$ cat src/hw/rtl/hsl_to_rgb_convert_defines.svh
// assertion macros for the hsl to rgb converter
`ifndef HSL_TO_RGB_CONVERT_DEFINES_SVH
`define HSL_TO_RGB_CONVERT_DEFINES_SVH

`ifndef SYNTHESIS
// checked at every rising edge outside reset
`define HSL_ASSERT(label, clk, rst, prop) \
  label: assert property (@(posedge clk) disable iff (rst) prop) \
    else $error("hsl to rgb assertion failed");
// checked at every rising edge, reset included
`define HSL_ASSERT_ALWAYS(label, clk, prop) \
  label: assert property (@(posedge clk) prop) \
    else $error("hsl to rgb assertion failed");
`else
`define HSL_ASSERT(label, clk, rst, prop)
`define HSL_ASSERT_ALWAYS(label, clk, prop)
`endif

`endif

$ cat src/hw/rtl/hsl2rgb_pkg.sv
`default_nettype none

package hsl2rgb_pkg;

  // hue resolution, fraction of a full turn
  localparam int unsigned HUE_BITS = 16;
  // components in units of 1/65025 fit in 16 bits
  localparam int unsigned COMP_W   = 16;
  localparam int unsigned PROD_W   = COMP_W + HUE_BITS;
  localparam int unsigned H6_W     = HUE_BITS + 3;
  localparam int unsigned FULL     = 255;
  localparam int unsigned HALF_MAX = 127;

  typedef enum logic [2:0] {
    SX_RED_GRN_UP = 3'd0,
    SX_GRN_RED_DN = 3'd1,
    SX_GRN_BLU_UP = 3'd2,
    SX_BLU_GRN_DN = 3'd3,
    SX_BLU_RED_UP = 3'd4,
    SX_RED_BLU_DN = 3'd5
  } sext_t;

  typedef struct packed {
    logic [15:0] hue;
    logic        hue_undefined;
    logic [7:0]  saturation;
    logic [7:0]  lightness;
  } pix_hsl_t;

  typedef struct packed {
    logic [7:0] red;
    logic [7:0] green;
    logic [7:0] blue;
  } pix_rgb_t;

  typedef struct packed {
    logic [COMP_W-1:0]   v;
    logic [COMP_W-1:0]   y;
    logic [COMP_W-1:0]   span;
    sext_t               sext;
    logic [HUE_BITS-1:0] frac;
    logic                gray;
    logic [7:0]          light;
  } prep_t;

  typedef struct packed {
    logic [COMP_W-1:0] red;
    logic [COMP_W-1:0] green;
    logic [COMP_W-1:0] blue;
    logic              gray;
    logic [7:0]        light;
  } comp_t;

  // floor(c / 255) for c up to 65025: reciprocal estimate, then one correction
  function automatic logic [7:0] div255(input logic [COMP_W-1:0] c);
    logic [24:0] m;
    logic [8:0]  q;
    logic [16:0] r;
    m = 25'(c) + 25'({c, 8'b0});
    q = m[24:16];
    r = 17'(c) - 17'({q, 8'b0}) + 17'(q);
    if (r >= 17'(FULL)) begin
      q = q + 9'd1;
    end
    return q[7:0];
  endfunction

endpackage

`default_nettype wire

$ cat src/hw/rtl/hsl2rgb_prep.sv
`default_nettype none
`include "hsl_to_rgb_convert_defines.svh"

module hsl2rgb_prep (
  input  wire logic                  clk,
  input  wire logic                  rst,
  input  wire logic                  up_valid,
  output logic                       up_stall,
  input  wire hsl2rgb_pkg::pix_hsl_t up_pix,
  output logic                       dn_valid,
  input  wire logic                  dn_stall,
  output hsl2rgb_pkg::prep_t         dn_data
);
  import hsl2rgb_pkg::*;

  logic [HUE_BITS-1:0] hue_m;
  logic [H6_W-1:0]     h6;
  logic [15:0]         ls;
  logic [15:0]         l255;
  logic [15:0]         s255;
  logic [16:0]         v17;
  logic [16:0]         twol;
  logic [16:0]         y17;
  logic [16:0]         span17;
  prep_t               dn_data_next;

  always_comb begin
    hue_m = HUE_BITS'(up_pix.hue);
    h6    = H6_W'({hue_m, 2'b00}) + H6_W'({hue_m, 1'b0});
    ls    = 16'(up_pix.lightness) * 16'(up_pix.saturation);
    l255  = 16'(up_pix.lightness) * 16'(FULL);
    s255  = 16'(up_pix.saturation) * 16'(FULL);
    // v = l*255 + l*s below half, l*255 + s*255 - l*s above
    if (up_pix.lightness <= 8'(HALF_MAX)) begin
      v17 = 17'(l255) + 17'(ls);
    end else begin
      v17 = 17'(l255) + 17'(s255) - 17'(ls);
    end
    twol   = 17'(up_pix.lightness) * 17'(2 * FULL);
    y17    = twol - v17;
    span17 = v17 - y17;

    dn_data_next.v     = v17[COMP_W-1:0];
    dn_data_next.y     = y17[COMP_W-1:0];
    dn_data_next.span  = span17[COMP_W-1:0];
    dn_data_next.sext  = sext_t'(h6[H6_W-1:HUE_BITS]);
    dn_data_next.frac  = h6[HUE_BITS-1:0];
    dn_data_next.gray  = up_pix.hue_undefined | (up_pix.saturation == 8'd0);
    dn_data_next.light = up_pix.lightness;
  end

  assign up_stall = dn_valid & dn_stall;

  always_ff @(posedge clk) begin
    if (rst) begin
      dn_valid <= 1'b0;
    end else if (!up_stall) begin
      dn_valid <= up_valid;
    end
  end

  always_ff @(posedge clk) begin
    if (!up_stall && up_valid) begin
      dn_data <= dn_data_next;
    end
  end

  `HSL_ASSERT(a_prep_span, clk, rst,
    dn_valid |-> 17'(dn_data.y) + 17'(dn_data.span) == 17'(dn_data.v))
  `HSL_ASSERT(a_prep_load, clk, rst, up_valid && !up_stall |=> dn_valid)
  `HSL_ASSERT(a_prep_hold, clk, rst, dn_valid && dn_stall |=> $stable(dn_data))

endmodule

`default_nettype wire

$ cat src/hw/rtl/hsl2rgb_ramp.sv
`default_nettype none
`include "hsl_to_rgb_convert_defines.svh"

module hsl2rgb_ramp (
  input  wire logic               clk,
  input  wire logic               rst,
  input  wire logic               up_valid,
  output logic                    up_stall,
  input  wire hsl2rgb_pkg::prep_t up_data,
  output logic                    dn_valid,
  input  wire logic               dn_stall,
  output hsl2rgb_pkg::comp_t      dn_data
);
  import hsl2rgb_pkg::*;

  // stage 2: ramp product
  logic              s2_valid;
  logic [PROD_W-1:0] s2_prod;
  logic [COMP_W-1:0] s2_v;
  logic [COMP_W-1:0] s2_y;
  sext_t             s2_sext;
  logic              s2_gray;
  logic [7:0]        s2_light;
  logic              s2_hold;
  logic              s3_hold;

  logic [COMP_W-1:0] ramp;
  logic              ramp_rem;
  logic [COMP_W-1:0] x_up;
  logic [COMP_W-1:0] z_dn;
  comp_t             dn_data_next;

  assign s3_hold  = dn_valid & dn_stall;
  assign s2_hold  = s2_valid & s3_hold;
  assign up_stall = s2_hold;

  always_ff @(posedge clk) begin
    if (rst) begin
      s2_valid <= 1'b0;
    end else if (!s2_hold) begin
      s2_valid <= up_valid;
    end
  end

  always_ff @(posedge clk) begin
    if (!s2_hold && up_valid) begin
      s2_prod  <= PROD_W'(up_data.span) * PROD_W'(up_data.frac);
      s2_v     <= up_data.v;
      s2_y     <= up_data.y;
      s2_sext  <= up_data.sext;
      s2_gray  <= up_data.gray;
      s2_light <= up_data.light;
    end
  end

  // falling ramp rounds its scaled product up, rising ramp down
  always_comb begin
    ramp     = s2_prod[PROD_W-1:HUE_BITS];
    ramp_rem = |s2_prod[HUE_BITS-1:0];
    x_up     = s2_y + ramp;
    z_dn     = s2_v - ramp - COMP_W'(ramp_rem);

    dn_data_next.gray  = s2_gray;
    dn_data_next.light = s2_light;
    unique case (s2_sext)
      SX_RED_GRN_UP: begin
        dn_data_next.red = s2_v; dn_data_next.green = x_up; dn_data_next.blue = s2_y;
      end
      SX_GRN_RED_DN: begin
        dn_data_next.red = z_dn; dn_data_next.green = s2_v; dn_data_next.blue = s2_y;
      end
      SX_GRN_BLU_UP: begin
        dn_data_next.red = s2_y; dn_data_next.green = s2_v; dn_data_next.blue = x_up;
      end
      SX_BLU_GRN_DN: begin
        dn_data_next.red = s2_y; dn_data_next.green = z_dn; dn_data_next.blue = s2_v;
      end
      SX_BLU_RED_UP: begin
        dn_data_next.red = x_up; dn_data_next.green = s2_y; dn_data_next.blue = s2_v;
      end
      SX_RED_BLU_DN: begin
        dn_data_next.red = s2_v; dn_data_next.green = s2_y; dn_data_next.blue = z_dn;
      end
      default: begin
        dn_data_next.red = s2_v; dn_data_next.green = x_up; dn_data_next.blue = s2_y;
      end
    endcase
  end

  always_ff @(posedge clk) begin
    if (rst) begin
      dn_valid <= 1'b0;
    end else if (!s3_hold) begin
      dn_valid <= s2_valid;
    end
  end

  always_ff @(posedge clk) begin
    if (!s3_hold && s2_valid) begin
      dn_data <= dn_data_next;
    end
  end

  `HSL_ASSERT(a_ramp_order, clk, rst, s2_valid |-> s2_y <= s2_v)
  `HSL_ASSERT(a_ramp_advance, clk, rst, s2_valid && !s2_hold |=> dn_valid)

endmodule

`default_nettype wire

$ cat src/hw/rtl/hsl2rgb_div.sv
`default_nettype none
`include "hsl_to_rgb_convert_defines.svh"

module hsl2rgb_div (
  input  wire logic               clk,
  input  wire logic               rst,
  input  wire logic               up_valid,
  output logic                    up_stall,
  input  wire hsl2rgb_pkg::comp_t up_data,
  output logic                    dn_valid,
  input  wire logic               dn_stall,
  output hsl2rgb_pkg::pix_rgb_t   dn_pix
);
  import hsl2rgb_pkg::*;

  pix_rgb_t dn_pix_next;

  always_comb begin
    if (up_data.gray) begin
      dn_pix_next.red   = up_data.light;
      dn_pix_next.green = up_data.light;
      dn_pix_next.blue  = up_data.light;
    end else begin
      dn_pix_next.red   = div255(up_data.red);
      dn_pix_next.green = div255(up_data.green);
      dn_pix_next.blue  = div255(up_data.blue);
    end
  end

  assign up_stall = dn_valid & dn_stall;

  always_ff @(posedge clk) begin
    if (rst) begin
      dn_valid <= 1'b0;
    end else if (!up_stall) begin
      dn_valid <= up_valid;
    end
  end

  always_ff @(posedge clk) begin
    if (!up_stall && up_valid) begin
      dn_pix <= dn_pix_next;
    end
  end

  `HSL_ASSERT(a_div_gray, clk, rst,
    up_valid && !up_stall && up_data.gray |=>
      dn_pix.red == dn_pix.green && dn_pix.green == dn_pix.blue)
  `HSL_ASSERT_ALWAYS(a_div_reset, clk, rst |=> !dn_valid)

endmodule

`default_nettype wire

$ cat src/hw/rtl/hsl_to_rgb_convert.sv
// HSL to 8-bit RGB pixel converter. Takes one pixel per clock while hsl_stall is
// low and returns one RGB pixel for each accepted pixel, in order. The four
// register stages are: max/min and sextant (one 8x8
// multiply), the ramp product (span times hue fraction, 16 x HUE_BITS), ramp and
// component select, and the divide by 255 into the output register. Each stage
// holds its beat while the one after it is stalled, so bubbles are squeezed out
// and the input stall rises only when every stage is full. A set hue_undefined
// flag or zero saturation gives gray at the lightness level.
`default_nettype none

module hsl_to_rgb_convert (
  input  wire logic                  clk,
  input  wire logic                  rst,
  input  wire logic                  hsl_valid,
  output logic                       hsl_stall,
  input  wire hsl2rgb_pkg::pix_hsl_t hsl,
  output logic                       rgb_valid,
  input  wire logic                  rgb_stall,
  output hsl2rgb_pkg::pix_rgb_t      rgb
);
  import hsl2rgb_pkg::*;

  logic  prep_valid;
  logic  prep_stall;
  prep_t prep_data;
  logic  comp_valid;
  logic  comp_stall;
  comp_t comp_data;

  hsl2rgb_prep u_prep (
    .clk      (clk),
    .rst      (rst),
    .up_valid (hsl_valid),
    .up_stall (hsl_stall),
    .up_pix   (hsl),
    .dn_valid (prep_valid),
    .dn_stall (prep_stall),
    .dn_data  (prep_data)
  );

  hsl2rgb_ramp u_ramp (
    .clk      (clk),
    .rst      (rst),
    .up_valid (prep_valid),
    .up_stall (prep_stall),
    .up_data  (prep_data),
    .dn_valid (comp_valid),
    .dn_stall (comp_stall),
    .dn_data  (comp_data)
  );

  hsl2rgb_div u_div (
    .clk      (clk),
    .rst      (rst),
    .up_valid (comp_valid),
    .up_stall (comp_stall),
    .up_data  (comp_data),
    .dn_valid (rgb_valid),
    .dn_stall (rgb_stall),
    .dn_pix   (rgb)
  );

endmodule

`default_nettype wire
$ cat config.mk
export PLATFORM = sky130hd
export DESIGN_NAME = hsl_to_rgb_convert
export DESIGN_NICKNAME = d
export VERILOG_FILES = /design/src/hw/rtl/hsl2rgb_pkg.sv /design/src/hw/rtl/hsl2rgb_prep.sv /design/src/hw/rtl/hsl2rgb_ramp.sv /design/src/hw/rtl/hsl2rgb_div.sv /design/src/hw/rtl/hsl_to_rgb_convert.sv
export VERILOG_INCLUDE_DIRS = /design/src /design/src/hw/rtl
export SDC_FILE = /design/constraint.sdc
export NUM_CORES = 1
export LEC_CHECK = 0
export BUFFER_PORTS_ARGS = -buffer_cell sky130_fd_sc_hd__buf_2
export CAP_MARGIN = 20
export CELL_PAD_IN_SITES_DETAIL_PLACEMENT = 1
export CELL_PAD_IN_SITES_GLOBAL_PLACEMENT = 1
export CORE_ASPECT_RATIO = 1.2
export CORE_UTILIZATION = 40
export DETAILED_ROUTE_END_ITERATION = 8
export PLACE_DENSITY = 0.64
export SLEW_MARGIN = 5
export SYNTH_ARGS = -nofsm -noshare
export SYNTH_HDL_FRONTEND = slang
export SYNTH_SLANG_ARGS = --single-unit
$ cat constraint.sdc
create_clock -name clk -period 12.15 [get_ports clk]
set_input_delay 0.6075 -clock clk [delete_from_list [all_inputs] [get_ports clk]]
set_output_delay 0.6075 -clock clk [all_outputs]
set_load 0.05 [all_outputs]
==> flow_summary.yaml, run 1 <==
run_status:
  status: "finished clean"
yosys:
  yosysSeqAreaShare: 0.222
  synthTopCellsByArea: "edfxtp_1, fa_1, ha_1, inv_1, xnor2_1"
  synth_compound_area_frac: 0.136
  syn_area_um2: 31000
  synthSimpleGateAreaFrac: 0.128
  syn_inst: 3327
  synth_ff_type: "edfxtp_1"
  yosys.area.top_type: "edfxtp_1"
  yosysUniqueCellTypes: 89
  synth_top_family_by_area: "adder cells"
  synth_edf_count: 227
  synthAdderAreaFrac: 0.370
  syn-mean-instance-area_um2: 9.33
  yosysTopAreaCellShare: 0.220
  synthMuxAreaShare: 0.00600
  synth-seq-cells: 231
  async_reset_ff_frac: 0
  ys_warn_count: 0
  synth_xor_xnor_area_share: 0.0553
route:
  drt_pass1_iterations: 7
  ant_nets: 0
  wirelength_mm: 92.4
  wl_per_cell_um: 20.9
  via_count: 23956
  viasPerCell: 5.42
  route.detailed.drc: 0
  drt_iter0_drc: 1142
worst_setup_path:
  critPathCaptureType: "flop"
  cp.required_ps: 12480
  slowest_stage: "o41ai_1"
  reg2reg_to: "u_ramp.s2_prod[30]"
  cpPeakStageDelay_ps: 620
  cp_max_fo: 13
  reg2reg_depth: 25
  path_class: "primary input to flop"
  cp.arrival_ps: 11320
  r2r-start: "u_prep.dn_data[10]"
  start_kind: "primary input"
  r2r_slack_ps: 4300
min_path:
  holdPathEnd: "u_prep.dn_valid"
  min_path_cells: 2
  hold_path.class: "primary input to flop"
  worstHoldStart: "rst"
clocking:
  ctsRootBufferMaster: "clkbuf_16"
  h-tree-depth: 1
  clk_latency_ps: 580
  post_cts_buffers: 0
  cts_tree: "done"
  cts-buffers-inserted: 29
  hold_buffers: 0
  clk_path_buf_depth: 3
  cts.sinks: 231
  ctsResizeCount: 0
  path_clk_slew_ps: 70
timing:
  setup-violations-final: 0
  post-route-period-util: 0.904
  layout_min_cycle_time_ps: 10990
  fin_ws_ps: 1160
  tns_ps: 0
  hold_viol: 0
  tightest_slew_ps: 961
  finClkSkew_ps: 20.4
  max_freq_ghz: 0.0910
  rsz0062_at_grt: "no"
  maxSlewViolCount: 0
  maxSlewHeadroom: 0.359
finish:
  layout-drive-gt1-share: 0.0550
  syn2layout_area_growth_pct: 8.03
  diodes: 0
  final_util: 0.438
  fillers: 8832
  nets: 4149
  final_cells: 4418
global_routing:
  track_usage: 0.240
  grt_pass1_wl_mm: 148
  antenna_found_initial: 1
  grt_max_degree: 64
  grt_overflow: 0
  grt_pass1_vias: 26675
floorplanning:
  core_area_um2: 76700
  pin_count: 63
  dieWidth_um: 256
  die_height_um: 307
  initial_core_util: 0.405
  dieArea_um2: 78700
  rows: 111
placement:
  port_buffers: 62
  place.detailed.hpwl_mm: 76.4
  gp_congestion: 0.908
  placed_cells_incl_taps: 4365
  place_ws_ps: 614
run:
  max_cap_violations: 0
## registers in the layout, indices dropped and copies added (netlist names)
| register | count |
|---|---|
| u_ramp.s2_y | 16 |
| u_div.dn_pix | 24 |
| u_ramp.dn_valid | 1 |
| u_div.dn_valid | 1 |
| u_prep.dn_valid | 1 |
| u_ramp.s2_v | 15 |
| u_ramp.s2_sext | 3 |
| u_ramp.s2_light | 8 |
| u_ramp.s2_prod | 30 |
| u_ramp.s2_gray | 1 |
| u_ramp.dn_data | 57 |
| u_prep.dn_data | 73 |
| u_ramp.s2_valid | 1 |
## layout by cell type (no fill, tap or decap), types with 33 or more instances in the layout
cell type and count:
nor3_1 50, xor2_1 40, o21ai_0 120, a211oi_1 35, nand3_1 43, a21oi_1 153, inv_1 604, a21o_1 52
fa_1 301, nor2_1 184, nand2_1 295, edfxtp_1 227, and2_1 105, nand2b_1 33, xnor2_1 156, ha_1 432
buf_2 62, o21a_1 35
## critical path, delay by kind of cell
kind	cells	cell delay, ps
compound gates	6	2200
xor+xnor	5	860
fa+ha+maj	13	5230
buf+inv	9	1040
simple gates	8	1390
## cell families (layout without fill, tap and decap cells)
logic type      after synthesis  count (layout)
compound gates              624             624
xor+xnor                    196             196
fa+ha+maj                   739             739
buf+inv                     680             746
flops                       231             231
mux                          16              16
other cells                   2              10
simple gates                839             839
## stage by stage
step	area, µm²	hold slack, ps
after global routing	33500	222
after global placement	32600	402
after detailed placement	32600	406
after floorplan	31100	400
after CTS	33500	194
final	33500	231
## per-layer routing
metal  vias up  share of wire  track usage
li1      11293              -            -
met1     12129           0.42        0.287
met2       373           0.51        0.442
met3       161          0.024       0.0166
met4         0          0.044        0.100
met5         -              0            0
## cell type report
cell class                      count  area, µm²  area share
Multi-Input combinational cell   2424      21700       0.646
Sequential cell                   231       6900       0.206
Inverter                          608       2280      0.0680
Tap cell                         1017       1270      0.0379
Clock buffer                       29        726      0.0216
Timing Repair Buffer               85        483      0.0144
Clock inverter                     24        228     0.00679
## worst max-delay path by stage
stage          startpoint                  to  cells past startpoint
5_1_grt            hsl[7]  u_prep.dn_data[43]                     41
3_3_place_gp       hsl[7]  u_prep.dn_data[43]                     40
4_1_cts            hsl[7]  u_prep.dn_data[43]                     41
6_report           hsl[7]  u_prep.dn_data[43]                     41
3_5_place_dp       hsl[7]  u_prep.dn_data[43]                     41
2_1_floorplan      hsl[7]  u_prep.dn_data[43]                     41
## Yosys cell counts, types with 40 or more instances
cell	number
xnor2_1	156
inv_1	604
a21o_1	52
nand3_1	43
xor2_1	40
o21ai_0	120
clkbuf_1	67
nor3_1	50
nor2_1	185
nand2_1	295
ha_1	432
fa_1	301
and2_1	105
edfxtp_1	227
a21oi_1	153
Power of run 1 is not shown: default switching activity piles up to over one toggle a cycle in this logic, so the estimate is an artifact.
==> run 2: changes to the inputs <==
--- a/config.mk
+++ b/config.mk
@@ -14,6 +14,7 @@
 export CORE_UTILIZATION = 40
 export DETAILED_ROUTE_END_ITERATION = 8
 export PLACE_DENSITY = 0.64
+export REMOVE_ABC_BUFFERS = 1
 export SLEW_MARGIN = 5
 export SYNTH_ARGS = -nofsm -noshare
 export SYNTH_HDL_FRONTEND = slang
==> run 2 against run 1 <==
Net effect: critical path type unchanged; cell count shrank 0.23%; worst hold slack lost 2.1 ps; via count down 0.76%; die area is the same; critical endpoint unchanged.
==> flow_summary.yaml, run 2 (same netlist as run 1, synthesis figures left out) <==
run_status:
  status: "finished clean"
worst_setup_path:
  cp_max_fo: 13
  cp_common_cell: "inv_1"
  cp.arrival_ps: 11100
  path_class: "primary input to flop"
  critPathCaptureType: "flop"
  slowest_stage: "o41ai_1"
  cpPeakStageDelay_ps: 600
  start_kind: "primary input"
  cp.required_ps: 12470
finish:
  layout-drive-gt1-share: 0.0507
  syn2layout_area_growth_pct: 7.72
  largest_register_ffs: 73
  layout_common_cells: "inv_1, ha_1, fa_1, nand2_1, edfxtp_1"
  largestRegisters: "u_prep.dn_data: 73 flops, u_ramp.dn_data: 57 flops, u_ramp.s2_prod: 30 flops"
  fin_area_um2: 33400
  final_util: 0.436
  diodes: 0
  nets: 4143
  top_register: "u_prep.dn_data"
  final_common_cell: "inv_1"
placement:
  gp_congestion: 0.928
  port_buffers: 62
  dpl_cell_area_um2: 32600
  place.detailed.hpwl_mm: 74.6
clocking:
  post_cts_buffers: 0
  cts.sinks: 231
  hold_buffers: 0
  cts-buffers-inserted: 27
  clk_path_buf_depth: 3
  path_clk_slew_ps: 60
  clk_latency_ps: 580
  ctsResizeCount: 0
  h-tree-depth: 1
  cts_tree: "done"
  ctsRootBufferMaster: "clkbuf_16"
floorplanning:
  die_height_um: 307
  core_area_um2: 76700
  initial_core_util: 0.405
  pin_count: 63
  dieWidth_um: 256
  rows: 111
  dieArea_um2: 78700
timing:
  tns_ps: 0
  tightest_slew_ps: 904
  setup-violations-final: 0
  hold_viol: 0
  max_freq_ghz: 0.0927
  maxSlewHeadroom: 0.398
  rsz0062_at_grt: "no"
  layout_min_cycle_time_ps: 10780
  finClkSkew_ps: 21.8
  post-route-period-util: 0.888
  maxSlewViolCount: 0
global_routing:
  grt_overflow: 0
  antenna_found_initial: 2
  grt_max_degree: 63
  grt_pass1_wl_mm: 145
  track_usage: 0.233
  grt_pass1_vias: 26202
route:
  ant_nets: 0
  route.detailed.drc: 0
  via_count: 23774
  drt_pass1_iterations: 5
  wl_per_cell_um: 20.4
  wirelength_mm: 90.1
  viasPerCell: 5.39
  drt_iter0_drc: 966
run:
  max_cap_violations: 0
min_path:
  hold_path.class: "primary input to flop"
[run 2: changes by cell type in the layout (fill, tap and decap cells not counted)]
cell | previous run | this run
buf_4 | 23 | 19
clkinv_4 | 2 | 3
clkinv_2 | 4 | 3
clkbuf_1 | 0 | 5
inv_6 | 8 | 1
inv_8 | 2 | 0
clkbuf_16 | 29 | 27
clkinvlp_4 | 4 | 2
bufinv_16 | 2 | 4
[run 2: layout make-up]
type,count,area [µm²]
Clock buffer,32,694
Clock inverter,15,193
Fill cell,8861,43200
Inverter,608,2280
Multi-Input combinational cell,2424,21700
Sequential cell,231,6900
Tap cell,1017,1270
Timing Repair Buffer,81,453
[run 2: final timing paths]
check	startpoint	end	slack [ps]	cells after the start
setup / recovery	hsl[0]	u_prep.dn_data[43]	1370	42
hold / removal	rst	u_prep.dn_valid	230	2
setup reg to reg	u_prep.dn_data[35]	u_ramp.s2_prod[30]	4180	25
hold reg to reg	u_prep.dn_data[67]	u_ramp.s2_v[7]	410	0
[run 2: per-layer routing]
metal / vias up / track usage / wire (µm)
li1: 11263 / - / -
met1: 12005 / 0.279 / 38200
met2: 341 / 0.429 / 45800
met3: 163 / 0.0178 / 2250
met4: 2 / 0.0946 / 3740
met5: - / 0 / 13
[run 2: through the flow]
| stage | setup slack, ps | cells | hold WS [ps] |
|---|---|---|---|
| after floorplan | 1970 | 3263 | 400 |
| after global placement | 1100 | 4361 | 401 |
| after detailed placement | 813 | 4361 | 405 |
| after CTS | 1410 | 4408 | 189 |
| after global routing | 491 | 4408 | 208 |
| final | 1370 | 4408 | 229 |
[run 2: critical path: cells and delay by family]
kind,cells,cell delay (ps)
fa+ha+maj,13,4830
compound gates,7,2630
buf+inv,11,1230
simple gates,6,970
xor+xnor,5,820
Power of run 2 is left out for the same reason.
==> run 3: changes to the inputs <==
--- a/config.mk
+++ b/config.mk
@@ -13,7 +13,7 @@
 export CORE_ASPECT_RATIO = 1.2
 export CORE_UTILIZATION = 40
 export DETAILED_ROUTE_END_ITERATION = 8
-export PLACE_DENSITY = 0.64
+export PLACE_DENSITY_LB_ADDON = 0.12
 export REMOVE_ABC_BUFFERS = 1
 export SLEW_MARGIN = 5
 export SYNTH_ARGS = -nofsm -noshare
==> run 3 against run 2 <==
Net effect: register-to-register slack gained 150 ps; global-route usage grew 0.21 points; via count is essentially flat; worst hold slack gained 5.9 ps; utilization is essentially flat; critical path depth is the same; first-iteration DRC count grew 14%; maximum frequency grew 0.74%; setup slack gained 79 ps; die area is the same.
==> flow_summary.yaml, run 3 (same netlist as run 1, synthesis figures left out) <==
clocking:
  cts_tree: "done"
  ctsRootBufferMaster: "clkbuf_16"
  clk_path_buf_depth: 3
  clk_latency_ps: 570
  hold_buffers: 0
  path_clk_slew_ps: 70
  post_cts_buffers: 0
  cts-buffers-inserted: 27
  h-tree-depth: 1
  cts.sinks: 231
  ctsResizeCount: 0
worst_setup_path:
  reg2reg_depth: 25
  r2r_slack_ps: 4330
  cp_common_cell: "inv_1"
  critPathCaptureType: "flop"
  path_class: "primary input to flop"
  start_kind: "primary input"
  cp.arrival_ps: 11030
  slowest_stage: "o41ai_1"
  r2r-start: "u_prep.dn_data[35]"
  cp_max_fo: 13
  cp.required_ps: 12470
  reg2reg_to: "u_ramp.s2_prod[30]"
  cpPeakStageDelay_ps: 560
route:
  route.detailed.drc: 0
  ant_nets: 0
  viasPerCell: 5.40
  drt_pass1_iterations: 7
  drt_iter0_drc: 1101
  wirelength_mm: 90.3
  wl_per_cell_um: 20.5
  via_count: 23784
timing:
  max_freq_ghz: 0.0934
  post-route-period-util: 0.881
  fin_hold_ws_ps: 235
  hold_viol: 0
  tightest_slew_ps: 894
  maxSlewHeadroom: 0.400
  tns_ps: 0
  layout_min_cycle_time_ps: 10710
  setup-violations-final: 0
  finClkSkew_ps: 21.5
  maxSlewViolCount: 0
  rsz0062_at_grt: "no"
  fin_ws_ps: 1440
run_status:
  status: "finished clean"
global_routing:
  grt_overflow: 0
  grt_max_degree: 64
  antenna_found_initial: 1
  grt_pass1_wl_mm: 146
  grt_pass1_vias: 26515
  track_usage: 0.235
floorplanning:
  die_height_um: 307
  pin_count: 63
  dieArea_um2: 78700
  rows: 111
  initial_core_util: 0.405
  core_area_um2: 76700
  dieWidth_um: 256
run:
  max_cap_violations: 0
placement:
  gp_congestion: 0.886
  port_buffers: 62
  place_ws_ps: 837
  place.detailed.hpwl_mm: 75.0
finish:
  final_common_cell: "inv_1"
  diodes: 0
  syn2layout_area_growth_pct: 7.67
  largest_register_ffs: 73
  fillers: 8842
  top_register: "u_prep.dn_data"
  largestRegisters: "u_prep.dn_data: 73 flops, u_ramp.dn_data: 57 flops, u_ramp.s2_prod: 30 flops"
  seq_area_um2: 6900
  multi_input_area_um2: 21700
  nets: 4145
  layout-drive-gt1-share: 0.0510
  layout_common_cells: "inv_1, ha_1, fa_1, nand2_1, edfxtp_1"
min_path:
  min_path_cells: 1
  hold_path.class: "primary input to flop"
  holdPathEnd: "u_prep.dn_data[10]"
  worstHoldStart: "hsl[17]"
## run 3: changes by cell type in the layout (fill, tap and decap cells not counted), sizes merged
cell,change
buf,+2
inv,+1
bufinv,-1
clkbuf,-2
## run 3: stage by stage
step | instance area, µm² | util | std cells
3_5_place_dp | 32600 | 0.425 | 4363
3_3_place_gp | 32600 | 0.425 | 4363
6_report | 33400 | 0.436 | 4408
5_1_grt | 33400 | 0.436 | 4408
4_1_cts | 33400 | 0.436 | 4408
2_1_floorplan | 30800 | - | 3263
## run 3: metal layers
layer  track usage  routed length (µm)  up-vias
met2         0.439               46600      343
met1         0.281               38300    12037
met4        0.0849                3290        0
met3        0.0168                2140      134
li1              -                   -    11270
met5             0                   0        -
## run 3: critical path, delay by kind of cell
family | cells | cell delay, ps
adders and majority gates | 13 | 4840
AOI/OAI and AO/OA | 7 | 2610
buffers and inverters | 11 | 1190
and+or+nand+nor | 6 | 940
xor gates and xnor gates | 5 | 830
## run 3: layout make-up
class	instances	area share
Tap cell	1017	0.0381
Inverter	608	0.0683
Clock buffer	30	0.0205
Clock inverter	15	0.00509
Timing Repair Buffer	83	0.0140
Sequential cell	231	0.206
Multi-Input combinational cell	2424	0.648
## run 3: worst max-delay path by stage
stage               cells after the start  slack (ps)                  to  startpoint
floorplan                              39        1970  u_prep.dn_data[43]      hsl[7]
global placement                       40        1020  u_prep.dn_data[43]      hsl[7]
detailed placement                     41         840  u_prep.dn_data[43]      hsl[7]
CTS                                    41        1420  u_prep.dn_data[43]      hsl[7]
global route                           41         500  u_prep.dn_data[43]      hsl[7]
finish                                 42        1440  u_prep.dn_data[43]      hsl[0]
Power of run 3 is left out for the same reason.
